<file path="src/rtl/core/sine_period_tone_generator_top_defines.svh">
// Assertion shorthands for the tone generator datapath.
// Each expects i_clk and i_rst_n in the scope where it is used.
`ifndef SINE_PERIOD_TONE_GENERATOR_TOP_DEFINES_SVH
`define SINE_PERIOD_TONE_GENERATOR_TOP_DEFINES_SVH

// condition holds at every clock edge out of reset
`define SPTG_ASSERT_ALWAYS(label, cond, msg) \
    label: assert property (@(posedge i_clk) disable iff (!i_rst_n) (cond)) else $error(msg);

// consequent holds in the same cycle as the antecedent
`define SPTG_ASSERT_IMPL(label, ante, cons, msg) \
    label: assert property (@(posedge i_clk) disable iff (!i_rst_n) (ante) |-> (cons)) \
        else $error(msg);

`endif

</file>
<file path="src/rtl/core/sptg_pkg.sv">
`timescale 1ns / 1ps
package sptg_pkg;

    // defaults for the top-level parameters
    localparam int DEF_PERIOD_DEPTH = 1024;
    localparam int DEF_MIN_PERIOD   = 16;

    // field widths
    localparam int OP_W       = 2;
    localparam int FREQ_W     = 24;
    localparam int SAMPLE_W   = 12;
    localparam int RATE_W     = 16;
    localparam int AMP_W      = 11;
    localparam int MID_W      = 12;
    localparam int CFG_W      = 16;
    localparam int CFG_ADDR_W = 2;

    // configuration reset values
    localparam logic [RATE_W-1:0] RST_RATE = RATE_W'(16000);
    localparam logic [AMP_W-1:0]  RST_AMP  = AMP_W'(1365);
    localparam logic [MID_W-1:0]  RST_MID  = MID_W'(2048);

    // configuration register indexes
    localparam logic [CFG_ADDR_W-1:0] REG_RATE = 2'd0;
    localparam logic [CFG_ADDR_W-1:0] REG_AMP  = 2'd1;
    localparam logic [CFG_ADDR_W-1:0] REG_MID  = 2'd2;

    // command codes carried in tuser
    typedef enum logic [OP_W-1:0] {
        OP_START = 2'd0,
        OP_TICK  = 2'd1,
        OP_STOP  = 2'd2
    } t_op;

    // divider: (rate*200 + f) fits 25 bits, as does 2*f
    localparam int DIV_W    = 25;
    localparam int DIV_CNT_W = $clog2(DIV_W);
    localparam int RATE_MUL = 200;

    // phase and sine table
    localparam int PHASE_W     = 12;
    localparam int PHASE_STEPS = 4096;
    localparam int QTR_W       = 10;
    localparam int QTR_STEPS   = 1024;
    localparam int QTAB_LEN    = QTR_STEPS + 1;
    localparam int QIDX_W      = 11;
    localparam int MAG_W       = 15;
    localparam int PROD_W      = AMP_W + MAG_W;
    localparam int SUM_W       = 14;
    localparam int SAMPLE_MAX  = 4095;

    localparam logic [63:0] PI_Q60     = 64'h3243F6A8885A308D;
    localparam logic [63:0] LOW32      = 64'h00000000FFFFFFFF;
    localparam int          SINE_PEAK  = 32767;
    localparam int          TAYLOR_TERMS = 13;

    typedef logic [MAG_W-1:0] t_qtab [0:QTAB_LEN-1];

    // controller to datapath
    typedef struct packed {
        logic div_n;       // start divide for the period length
        logic set_len;     // latch the clamped period length
        logic div_ph;      // start divide for the phase step
        logic fill_start;  // start filling the store
        logic tick_rd;     // read the store at the play position
        logic stop;        // halt playback
        logic emit_start;  // load the start result
        logic emit_tick;   // load the tick result
    } t_cmd;

    // datapath to controller
    typedef struct packed {
        logic div_done;
        logic fill_done;
        logic playing;
        logic out_free;
    } t_stat;

    // (a * b) >> 60 on unsigned Q60 values
    function automatic logic [63:0] mul_q60(input logic [63:0] a, input logic [63:0] b);
        logic [63:0] a0, a1, b0, b1, p00, p01, p10, p11, mid, lo, hi;
        a0  = a & LOW32;
        a1  = a >> 32;
        b0  = b & LOW32;
        b1  = b >> 32;
        p00 = a0 * b0;
        p01 = a0 * b1;
        p10 = a1 * b0;
        p11 = a1 * b1;
        mid = (p00 >> 32) + (p01 & LOW32) + (p10 & LOW32);
        lo  = (p00 & LOW32) | (mid << 32);
        hi  = p11 + (p01 >> 32) + (p10 >> 32) + (mid >> 32);
        return (hi << 4) | (lo >> 60);
    endfunction

    // quarter-wave unsigned Q0.15 sine, Taylor series in Q60; evaluated at elaboration
    function automatic t_qtab build_qtab();
        t_qtab       tab;
        logic [63:0] step, x, x2, term, pos, neg, s, v;
        int unsigned p, k;
        step = PI_Q60 >> 11;
        for (p = 0; p < QTAB_LEN; p++) begin
            x    = step * 64'(p);
            x2   = mul_q60(x, x);
            term = x;
            pos  = x;
            neg  = '0;
            for (k = 1; k <= TAYLOR_TERMS; k++) begin
                term = mul_q60(term, x2) / 64'((2 * k) * (2 * k + 1));
                if (k[0]) neg = neg + term;
                else pos = pos + term;
            end
            s = (pos >= neg) ? pos - neg : 64'd0;
            v = ((s >> 20) * 64'(SINE_PEAK) + (64'd1 << 39)) >> 40;
            if (v > 64'(SINE_PEAK)) v = 64'(SINE_PEAK);
            tab[p] = v[MAG_W-1:0];
        end
        return tab;
    endfunction

    localparam t_qtab QSINE = build_qtab();

endpackage

</file>
<file path="src/rtl/core/sptg_ctrl.sv">
`timescale 1ns / 1ps
// Command sequencer: one item at a time, results held until the output is free.
module sptg_ctrl import sptg_pkg::*; (
    input  logic            i_clk,
    input  logic            i_rst_n,
    input  logic            i_in_valid,
    input  logic [OP_W-1:0] i_in_op,
    output logic            o_in_ready,
    input  t_stat           i_stat,
    output t_cmd            o_cmd
);

    typedef enum logic [6:0] {
        S_IDLE  = 7'b0000001,
        S_DIVN  = 7'b0000010,
        S_PHGO  = 7'b0000100,
        S_DIVPH = 7'b0001000,
        S_FILL  = 7'b0010000,
        S_TRD   = 7'b0100000,
        S_EMIT  = 7'b1000000
    } t_state;

    t_state r_state, n_state;
    logic   r_is_start, n_is_start;

    always_ff @(posedge i_clk) begin
        if (!i_rst_n) begin
            r_state    <= S_IDLE;
            r_is_start <= 1'b0;
        end else begin
            r_state    <= n_state;
            r_is_start <= n_is_start;
        end
    end

    // next state and commands
    always_comb begin
        n_state    = r_state;
        n_is_start = r_is_start;
        o_cmd      = '0;
        o_in_ready = r_state == S_IDLE;
        unique case (r_state)
            S_IDLE: begin
                if (i_in_valid) begin
                    unique case (i_in_op)
                        OP_START: begin
                            o_cmd.div_n = 1'b1;
                            n_is_start  = 1'b1;
                            n_state     = S_DIVN;
                        end
                        OP_TICK: begin
                            if (i_stat.playing) begin
                                o_cmd.tick_rd = 1'b1;
                                n_is_start    = 1'b0;
                                n_state       = S_TRD;
                            end
                        end
                        OP_STOP: o_cmd.stop = 1'b1;
                        default: ;
                    endcase
                end
            end
            S_DIVN: begin
                if (i_stat.div_done) begin
                    o_cmd.set_len = 1'b1;
                    n_state       = S_PHGO;
                end
            end
            S_PHGO: begin
                o_cmd.div_ph = 1'b1;
                n_state      = S_DIVPH;
            end
            S_DIVPH: begin
                if (i_stat.div_done) begin
                    o_cmd.fill_start = 1'b1;
                    n_state          = S_FILL;
                end
            end
            S_FILL: begin
                if (i_stat.fill_done) n_state = S_EMIT;
            end
            S_TRD: n_state = S_EMIT;
            S_EMIT: begin
                if (i_stat.out_free) begin
                    o_cmd.emit_start = r_is_start;
                    o_cmd.emit_tick  = !r_is_start;
                    n_state          = S_IDLE;
                end
            end
            default: n_state = S_IDLE;
        endcase
    end

endmodule
</file>
<file path="config.mk">
export PLATFORM = sky130hd
export DESIGN_NAME = sptg_ctrl
export DESIGN_NICKNAME = d
export VERILOG_FILES = /design/src/rtl/core/sine_period_tone_generator_top_defines.svh /design/src/rtl/core/sptg_pkg.sv /design/src/rtl/core/sptg_ctrl.sv
export SDC_FILE = /design/constraint.sdc
export NUM_CORES = 1
export LEC_CHECK = 0
export BUFFER_PORTS_ARGS = -buffer_cell sky130_fd_sc_hd__buf_2
export CAP_MARGIN = 10
export CORE_AREA = 2 2 39 41
export CTS_CLUSTER_DIAMETER = 80
export CTS_CLUSTER_SIZE = 28
export DETAILED_ROUTE_END_ITERATION = 16
export DIE_AREA = 0 0 41 43
export PLACE_DENSITY = 0.69
export SKIP_CTS_REPAIR_TIMING = 1
export SLEW_MARGIN = 10
export SYNTH_ARGS = -nofsm -noshare
export SYNTH_HDL_FRONTEND = slang
export SYNTH_SLANG_ARGS = --single-unit
</file>
<file path="constraint.sdc">
create_clock -name i_clk -period 3.4 [get_ports i_clk]
set_clock_uncertainty 0.05 [all_clocks]
set_input_delay 0.51 -clock i_clk [delete_from_list [all_inputs] [get_ports i_clk]]
set_output_delay 0.51 -clock i_clk [all_outputs]
set_load 0.02 [all_outputs]
</file>
==> flow_summary_export.csv, run 1 <==
group,metric,value,unit
synthesis,yosysWarningCount,0,
placed_design,dp_hpwl,1010,um
final_layout,nets,100,
placed_design,dp_cells,102,
setup_path,cpMaxStageDelayCell,"dfxtp_1",
clock_network,clockRootBuffer,"clkbuf_4",
synthesis,netlist_top_cells_area,"dfxtp_1 28%, nor2_1 6.6%, o32ai_4 4.8%",
synthesis,synth_top_cell_area_share,28.2,%
setup_path,critPathKind,"flip-flop to primary output",
global_routing,overflow,0,
synthesis,synth-xor-area-share,1.54,%
placed_design,place.gp.congestion,0.769,
timing,worst_pin_slew,359,ps
synthesis,syn_area_per_cell,8.11,sq um
global_routing,grt_pass1_vias,493,
run,maxCapViolCount,0,
synthesis,synth_most_common_cell,"nor2_1",
timing,slew_headroom,76.0,%
final_layout,diodes,0,
setup_path,crit_fanout,7,
timing,hold_viol_final,0,
die,die_height,43,um
setup_path,crit_buf_inv,1,
timing,fmax,432,MHz
synthesis,synthCells,70,
detailed_routing,dr.pass1.iters,5,
die,die_x,41,um
global_routing,antenna_found_initial,0,
die,coreArea,1380,sq um
clock_network,numCtsBuffers,3,
final_layout,area_delta_synth_final,21.1,%
timing,fin_tns_setup,0,ps
synthesis,syn_nets,79,
timing,fin_crit_sh,68.1,%
detailed_routing,drtIter0Drc,19,
clock_network,cts_tree,"yes",
detailed_routing,drc,0,
global_routing,grt_max_degree,9,
synthesis,yosys.area_share.simple,38.1,%
synthesis,synth_edf_count,0,
global_routing,grt_usage,17.6,%
synthesis,synth_mux_area_share,1.76,%
detailed_routing,routed_wl,1320,um
detailed_routing,viasPerCell,5.45,
setup_path,critPathLaunchType,"flip-flop",
detailed_routing,num_vias,572,
status,outcome,"finished, final reports clean",
setup_path,required,2840,ps
synthesis,synth_common_cells,"10 x nor2_1, 8 x dfxtp_1, 6 x inv_1",
synthesis,synth_top_area_cell,"dfxtp_1",
clock_network,cts_sinks,8,
pwr,p_leak,0.340,nW
synthesis,ys.flop_type,"dfxtp_1",
hold_path,worstHoldPathType,"input port to flip-flop",
clock_network,clk_path_buf_depth,2,
setup_path,worstPathArrival,1760,ps
synthesis,synth_top_family_by_area,"simple AND/OR/NAND/NOR gates",
synthesis,ys_ff_latch,8,
pwr,irDropWorstVdd,0.156,mV
synthesis,synth-seq-area-share,28.2,%
synthesis,synth-adder-area-share,0,%
synthesis,ys_types,33,
die,rows,14,
timing,slew_violations,0,
placed_design,port_buffers,17,
die,die-area,1760,sq um
final_layout,drive_gt1_share,30.3,%
detailed_routing,post_drt_wl_per_cell,12.5,um
synthesis,netlist_area,568,sq um
global_routing,grt_pass1_wl,2070,um
synthesis,synth_compound_area_share,24.4,%
setup_path,path_cells,"nor3_2, nand4_1, nor3b_1, and3_1, buf_2",
setup_path,critical_path.top_delay_family,"simple AND/OR/NAND/NOR gates",
placed_design,pre_cts_slack,1380,ps
setup_path,slowest_delay,360,ps
timing,rsz0062_at_grt,"no",
pwr,powerDensity,327,nW/um^2
final_layout,stdcell_count,105,
synthesis,ys_async_sr_fraction,0,%
detailed_routing,antenna_left,0,
die,io_pins,18,
timing,fin_crit,2320,ps
clock_network,path_clk_slew,50,ps
die,start_util,41.0,%
setup_path,end_kind,"primary output",
clock_network,htree_levels,1,
timing,finalSetupViolCount,0,
clock_network,insertion_delay,270,ps
timing,setup_slack,1080,ps
[state kept, by name, indices dropped and copies added, names as in the netlist]
signal      flops
r_state         7
r_is_start      1
[worst paths after layout]
check | startpoint | to | slack [ps] | cells past startpoint
worst max-delay path | r_state[4]$_SDFFE_PN0P_ | o_cmd[3] | 1080 | 5
worst min-delay path | i_rst_n | r_state[0]$_SDFFE_PN1P_ | 440 | 2
worst max register to register | r_state[1]$_SDFFE_PN0P_ | r_state[5]$_SDFFE_PN0P_ | 1720 | 5
worst min register to register | r_is_start$_SDFFE_PN0P_ | r_is_start$_SDFFE_PN0P_ | 450 | 2
[metal layers]
metal	wire length (um)	global-route usage (%)	part of all wire, %
met2	620	25.9	47
met4	36	12.0	2.7
met5	0	0	0
met1	580	23.1	44
met3	79	1.57	6.0
[kinds of logic after synthesis]
family                    after synthesis
AOI/OAI and AO/OA                      16
muxes                                   1
xor gates and xnor gates                1
and+or+nand+nor                        36
buffers and inverters                   8
DFF                                     8
[cells in the final DEF (no fill, tap or decap)]
master     n
o311ai_1   1
or3_1      1
buf_2     17
o211a_1    2
nand2_1    4
and2b_2    1
nor3b_1    2
or2_2      1
clkbuf_4   3
o211ai_1   1
o21ai_0    3
xor2_1     1
and4_1     1
nor2_1    10
nand4_1    2
dfxtp_1    8
nand3_1    1
nor4_4     1
nor3_1     1
a21boi_0   2
a21o_4     1
inv_1      6
a21oi_1    2
inv_2      1
nand2b_1   2
a21boi_1   2
mux2i_1    1
nor3_2     1
nor2b_1    2
o21ai_1    1
and3_1     4
and2b_1    1
o32ai_4    1
or2b_1     1
[cell type report]
cell class,instances,area (sq um)
sequential,8,160
clock buffer,3,22.5
timing repair buffer,17,85.1
fill,153,696
multi-input combinational,54,374
inverter,7,26.3
tap,16,20.0
[through the flow]
step	total power [mW]	utilization [%]	hold WS (ps)	cell area, sq um
after global routing	0.237	49.7	454	688
after global placement	0.149	48.1	457	666
after CTS	0.225	49.7	446	688
after detailed placement	0.149	48.1	437	666
final	0.225	49.7	445	688
after floorplan	0.134	-	421	568
[power by group]
| part | switching (mW) | total, mW | internal (mW) |
|---|---|---|---|
| logic | 0.0275 | 0.0466 | 0.0191 |
| clock network | 0.0370 | 0.0778 | 0.0407 |
| registers | 0.00405 | 0.101 | 0.0967 |
[worst reg2reg max path, cell delays in order (launching register included)]
cell,delay (ps)
dfxtp_1,390
nor4_4,370
inv_2,80
o32ai_4,380
nor2_1,100
and3_1,200
Power figures use the tool's default switching activity.
==> run 2, diff against run 1 <==
Settings changed: CORE_AREA 2 2 39 41 to default, CORE_UTILIZATION from default to 43, DIE_AREA 0 0 41 43 to default, PLACE_DENSITY 0.69 to 0.72.
Clock period 3.4 ns to 2 ns, I/O delays scaled along.
==> run 2 against run 1 <==
Effect of this change: cell count unchanged; sequential share of layout area shrank 0.32 points; via count grew 1.0%; die area is 17% lower; utilization rose by 12 points; critical path depth is the same; wire length fell by 1.5%; sequential power increased by 69%; largest power group unchanged.
==> flow_summary_export.csv, run 2 (synthesis gave the netlist of run 1 again) <==
group,metric,value,unit
setup_path,worstPathArrival,1560,ps
detailed_routing,routed_wl,1300,um
setup_path,timing.rr.start,"r_state[2]$_SDFFE_PN0P_",
clock_network,clockRootBuffer,"clkbuf_4",
final_layout,top_register,"r_state",
final_layout,largest_register_ffs,7,
final_layout,layout_commonest_cell,"buf_2",
clock_network,numCtsBuffers,3,
clock_network,clk_path_buf_depth,2,
setup_path,r2r_cells,6,
detailed_routing,viasPerCell,5.50,
hold_path,min_path_cells,2,
hold_path,holdPathEnd,"r_state[0]$_SDFFE_PN1P_",
detailed_routing,dr.pass1.iters,4,
final_layout,stdcell_count,105,
timing,fmax,524,MHz
pwr,irDropWorstVdd,0.341,mV
global_routing,grt_max_degree,9,
global_routing,grt_usage,20.8,%
final_layout,drive_gt1_share,35.2,%
placed_design,dp_hpwl,1000,um
placed_design,dp_cells,100,
clock_network,cts_tree,"yes",
die,rows,12,
final_layout,nets,102,
global_routing,overflow,0,
detailed_routing,drc,0,
setup_path,r2r_slack,300,ps
hold_path,hold_start,"i_rst_n",
timing,hold_viol_final,0,
setup_path,critPathKind,"flip-flop to primary output",
detailed_routing,num_vias,578,
run,maxCapViolCount,0,
final_layout,reg_top3,"r_state: 7 flops, r_is_start: 1 flops",
die,start_util,48.5,%
global_routing,antenna_found_initial,0,
clock_network,insertion_delay,260,ps
final_layout,final_cell_mix,"16 x buf_2, 10 x nor2_1, 6 x inv_1, 6 x dfxtp_1",
setup_path,required,1650,ps
timing,timing.hold.ws,244,ps
final_layout,diodes,0,
pwr,switchingPower,0.116,mW
pwr,powerDensity,536,nW/um^2
detailed_routing,post_drt_wl_per_cell,12.3,um
timing,setup_slack,91.4,ps
placed_design,port_buffers,17,
setup_path,critPathLaunchType,"flip-flop",
die,die-area,1470,sq um
timing,fin_crit_sh,95.4,%
timing,fin_crit,1910,ps
die,io_pins,18,
die,die_x,38.3,um
global_routing,grt_pass1_wl,2030,um
pwr,switching_share,30.0,%
timing,finalSetupViolCount,0,
status,outcome,"finished, final reports clean",
pwr,seqPwrFrac,44.2,%
pwr,comb_power_share,22.2,%
die,die_height,38.3,um
timing,worst_pin_slew,373,ps
die,coreArea,1170,sq um
detailed_routing,antenna_left,0,
clock_network,cts_sinks,8,
setup_path,end_kind,"primary output",
placed_design,pre_cts_slack,191,ps
timing,rsz0062_at_grt,"yes",
clock_network,htree_levels,1,
setup_path,r2r_end,"r_state[5]$_SDFFE_PN0P_",
timing,slew_headroom,75.1,%
pwr,fin_total_pwr,0.386,mW
final_layout,area_delta_synth_final,26.7,%
detailed_routing,drtIter0Drc,11,
pwr,intPower,0.270,mW
pwr,clkPwrFrac,33.5,%
clock_network,path_clk_slew,60,ps
pwr,p_leak,0.358,nW
placed_design,place.gp.congestion,0.730,
global_routing,grt_pass1_vias,496,
setup_path,crit_fanout,6,
hold_path,worstHoldPathType,"input port to flip-flop",
timing,slew_violations,0,
## run 2: cell types whose count changed in the layout (fill, tap and decap cells not counted)
cell	previous run	this run
buf_4	0	3
dfxtp_1	8	6
buf_2	17	16
dfxtp_2	0	1
dfxtp_4	0	1
nor3_2	1	0
nor3_4	0	1
nor3b_1	2	1
nor3b_2	0	1
## run 2: cell type report
cell class,instances,area [sq um]
Multi-Input combinational cell,54,385
Inverter,7,26.3
Sequential cell,8,165
Clock buffer,3,22.5
Timing Repair Buffer,19,103
Tap cell,14,17.5
Fill cell,112,452
## run 2: critical path: stages, from the launching register on
cell     delay (ps)
dfxtp_4         370
nor3_4          220
nand4_1         180
nor3b_2         210
and3_1          170
buf_4           130
## run 2: routing by layer
metal	GRT usage, %	up-vias	part of all wire (%)
met4	18.1	0	2.8
met5	0	-	0
met1	24.0	263	45
met3	1.74	4	5.0
li1	-	290	-
met2	33.9	21	48
## run 2: power groups by stage
stage / Sequential [mW] / Combinational [mW] / Clock (mW)
after floorplan: 0.173 / 0.0537 / 0
after global placement: 0.175 / 0.0786 / 0
after detailed placement: 0.175 / 0.0793 / 0
after CTS: 0.171 / 0.0794 / 0.134
after global routing: 0.172 / 0.0938 / 0.142
final: 0.171 / 0.0857 / 0.129
## run 2: stage by stage
step	util [%]	setup TNS [ps]	area, sq um
6_report	61.4	0	719
5_1_grt	61.4	-6.73	719
4_1_cts	58.5	-100	686
3_5_place_dp	56.6	0	663
3_3_place_gp	56.6	0	663
2_1_floorplan	-	0	568
## run 2: how the worst max path moves through the flow
| stage | slack, ps | to | startpoint | depth (start not counted) |
|---|---|---|---|---|
| final | 90 | o_cmd[3] | r_state[2]$_SDFFE_PN0P_ | 5 |
| after global routing | -4 | o_cmd[7] | r_state[2]$_SDFFE_PN0P_ | 6 |
| after CTS | -100 | o_cmd[3] | r_state[4]$_SDFFE_PN0P_ | 5 |
| after detailed placement | 190 | o_cmd[3] | r_state[4]$_SDFFE_PN0P_ | 5 |
| after global placement | 250 | o_cmd[3] | r_state[4]$_SDFFE_PN0P_ | 5 |
| after floorplan | 390 | o_cmd[3] | r_state[4]$_SDFFE_PN0P_ | 4 |
==> run 3, diff against run 2 <==
Settings changed: ABC_AREA from default to 1, CORE_UTILIZATION 43 to 44, PLACE_DENSITY 0.72 to 0.73.
==> run 3 against run 2 <==
Effect of this change: register-to-register slack improved by 320 ps; highest routed layer unchanged; sequential share of layout area is 1.0 points lower; critical endpoint unchanged; largest cell class unchanged; largest power group is now combinational logic; critical path type unchanged; non-clock buffer count down 2.
==> flow_summary_export.csv, run 3 <==
group,metric,value,unit
status,outcome,"finished, final reports clean",
setup_path,crit_fanout,8,
pwr,irDropWorstVdd,0.711,mV
clock_network,clk_path_buf_depth,2,
clock_network,path_clk_slew,60,ps
global_routing,grt_usage,21.6,%
synthesis,synth_common_cells,"22 x nand2_1, 19 x nor2_1, 18 x inv_1",
timing,slew_violations,0,
clock_network,insertion_delay,270,ps
synthesis,synthCells,103,
global_routing,grt_pass1_wl,2190,um
final_layout,nFillCells,112,
clock_network,numCtsBuffers,3,
synthesis,ys_async_sr_fraction,0,%
final_layout,largest_register_ffs,7,
final_layout,layout_commonest_cell,"nand2_1",
timing,finalSetupViolCount,0,
setup_path,cpMaxStageDelayCell,"dfxtp_1",
global_routing,antenna_found_initial,0,
die,rows,12,
synthesis,ys.flop_type,"dfxtp_1",
synthesis,synth_top_cell_area_share,26.5,%
global_routing,overflow,0,
setup_path,worstPathArrival,1430,ps
setup_path,r2r_slack,620,ps
detailed_routing,routed_wl,1340,um
die,die_height,39.1,um
synthesis,synth_most_common_cell,"nand2_1",
die,coreArea,1190,sq um
timing,fmax,562,MHz
detailed_routing,drc,0,
setup_path,path_cells,"inv_2, nand2_2, nor2_4, nand3_2, inv_1, nand3_1, inv_1, buf_2",
synthesis,netlist_area,604,sq um
timing,rsz0062_at_grt,"no",
die,die-area,1530,sq um
placed_design,port_buffers,17,
final_layout,drive_gt1_share,30.1,%
final_layout,nets,134,
detailed_routing,drtIter0Drc,12,
setup_path,slowest_delay,330,ps
placed_design,dp_cells,134,
setup_path,crit_buf_inv,4,
final_layout,final_core_util,61.5,%
final_layout,top_register,"r_state",
timing,fin_crit,1780,ps
detailed_routing,post_drt_wl_per_cell,9.74,um
clock_network,htree_levels,1,
final_layout,final_cell_mix,"22 x nand2_1, 19 x nor2_1, 18 x inv_1",
setup_path,required,1650,ps
detailed_routing,viasPerCell,4.82,
timing,fin_tns_setup,0,ps
die,io_pins,18,
synthesis,netlist_top_cells_area,"dfxtp_1 27%, nand2_1 14%, nor2_1 12%",
pwr,p_leak,0.426,nW
synthesis,syn_area_per_cell,5.87,sq um
placed_design,dp_hpwl,1100,um
final_layout,stdcell_count,137,
clock_network,clockRootBuffer,"clkbuf_4",
hold_path,worstHoldPathType,"input port to flip-flop",
clock_network,cts_sinks,8,
detailed_routing,num_vias,661,
synthesis,synth_edf_count,0,
timing,hold_viol_final,0,
clock_network,cts_tree,"yes",
run,maxCapViolCount,0,
synthesis,yosysWarningCount,0,
timing,slew_headroom,81.8,%
timing,fin_crit_sh,88.9,%
final_layout,reg_top3,"r_state: 7 flops, r_is_start: 1 flops",
final_layout,area_delta_synth_final,20.7,%
detailed_routing,dr.pass1.iters,4,
synthesis,ys_ff_latch,8,
synthesis,syn_nets,112,
placed_design,pre_cts_slack,449,ps
global_routing,grt_pass1_vias,524,
timing,worst_pin_slew,271,ps
synthesis,ys_types,18,
setup_path,end_kind,"primary output",
synthesis,synth-seq-area-share,26.5,%
placed_design,place.gp.congestion,0.846,
timing,timing.hold.ws,243,ps
detailed_routing,antenna_left,0,
die,start_util,50.9,%
setup_path,critPathLaunchType,"flip-flop",
setup_path,critPathKind,"flip-flop to primary output",
setup_path,crit_top_cell,"inv_1",
synthesis,synth_top_area_cell,"dfxtp_1",
setup_path,critical_path.top_delay_family,"simple AND/OR/NAND/NOR gates",
pwr,powerDensity,1330,nW/um^2
global_routing,grt_max_degree,9,
final_layout,diodes,0,
die,die_x,39.1,um
timing,setup_slack,221,ps
run 3: cell count changes in the layout (fill, tap and decap cells not counted), moves of 6 or more:
| cell | before | now |
|---|---|---|
| nor2_2 | 0 | 6 |
| inv_1 | 6 | 18 |
| nor2_1 | 10 | 19 |
| nand3_1 | 1 | 7 |
| nand2_1 | 4 | 22 |
run 3: layout make-up:
type,count,area (sq um),area share [%]
multi-input combinational,74,365,50.1
sequential,8,160,22.0
timing repair buffer,17,85.1,11.7
inverter,21,78.8,10.8
clock buffer,3,22.5,3.09
tap,14,17.5,2.40
run 3: tightest hold or removal path, stage by stage:
cell and delay (ps):
buf_2 130, nand2_1 60, nor2_1 30
run 3: per-stage QoR:
stage	instance area (sq um)	power, mW
floorplan	604	0.719
global placement	707	0.828
detailed placement	707	0.835
CTS	729	0.972
global route	729	1.05
finish	729	0.967
run 3: worst paths after layout:
check | start | to | cells after the start
setup / recovery | r_state[4]$_SDFFE_PN0P_ | o_cmd[3] | 8
hold / removal | i_rst_n | r_state[1]$_SDFFE_PN0P_ | 3
setup reg to reg | r_state[4]$_SDFFE_PN0P_ | r_state[0]$_SDFFE_PN1P_ | 10
hold reg to reg | r_is_start$_SDFFE_PN0P_ | r_is_start$_SDFFE_PN0P_ | 2
run 3: kinds of logic (layout without fill, tap and decap cells):
family	after synthesis	after routing	synth area share, %
flops	8	8	26.5
buf+inv	21	41	13.0
simple gates	70	70	56.7
compound gates	4	4	3.73
run 3: where the power goes:
part | switching (mW) | internal (mW) | leakage (nW)
combinational | 0.393 | 0.197 | 0.347
clock | 0.0646 | 0.0693 | 0.0138
sequential | 0.0431 | 0.200 | 0.0654
total | 0.501 | 0.466 | 0.426
run 3: per-layer routing:
layer | track usage, % | up-vias | part of all wire [%]
met5 | 0 | - | 0
met4 | 10.3 | 0 | 2.0
met3 | 3.47 | 2 | 3.9
met2 | 33.8 | 17 | 44
met1 | 28.4 | 287 | 50
li1 | - | 355 | -
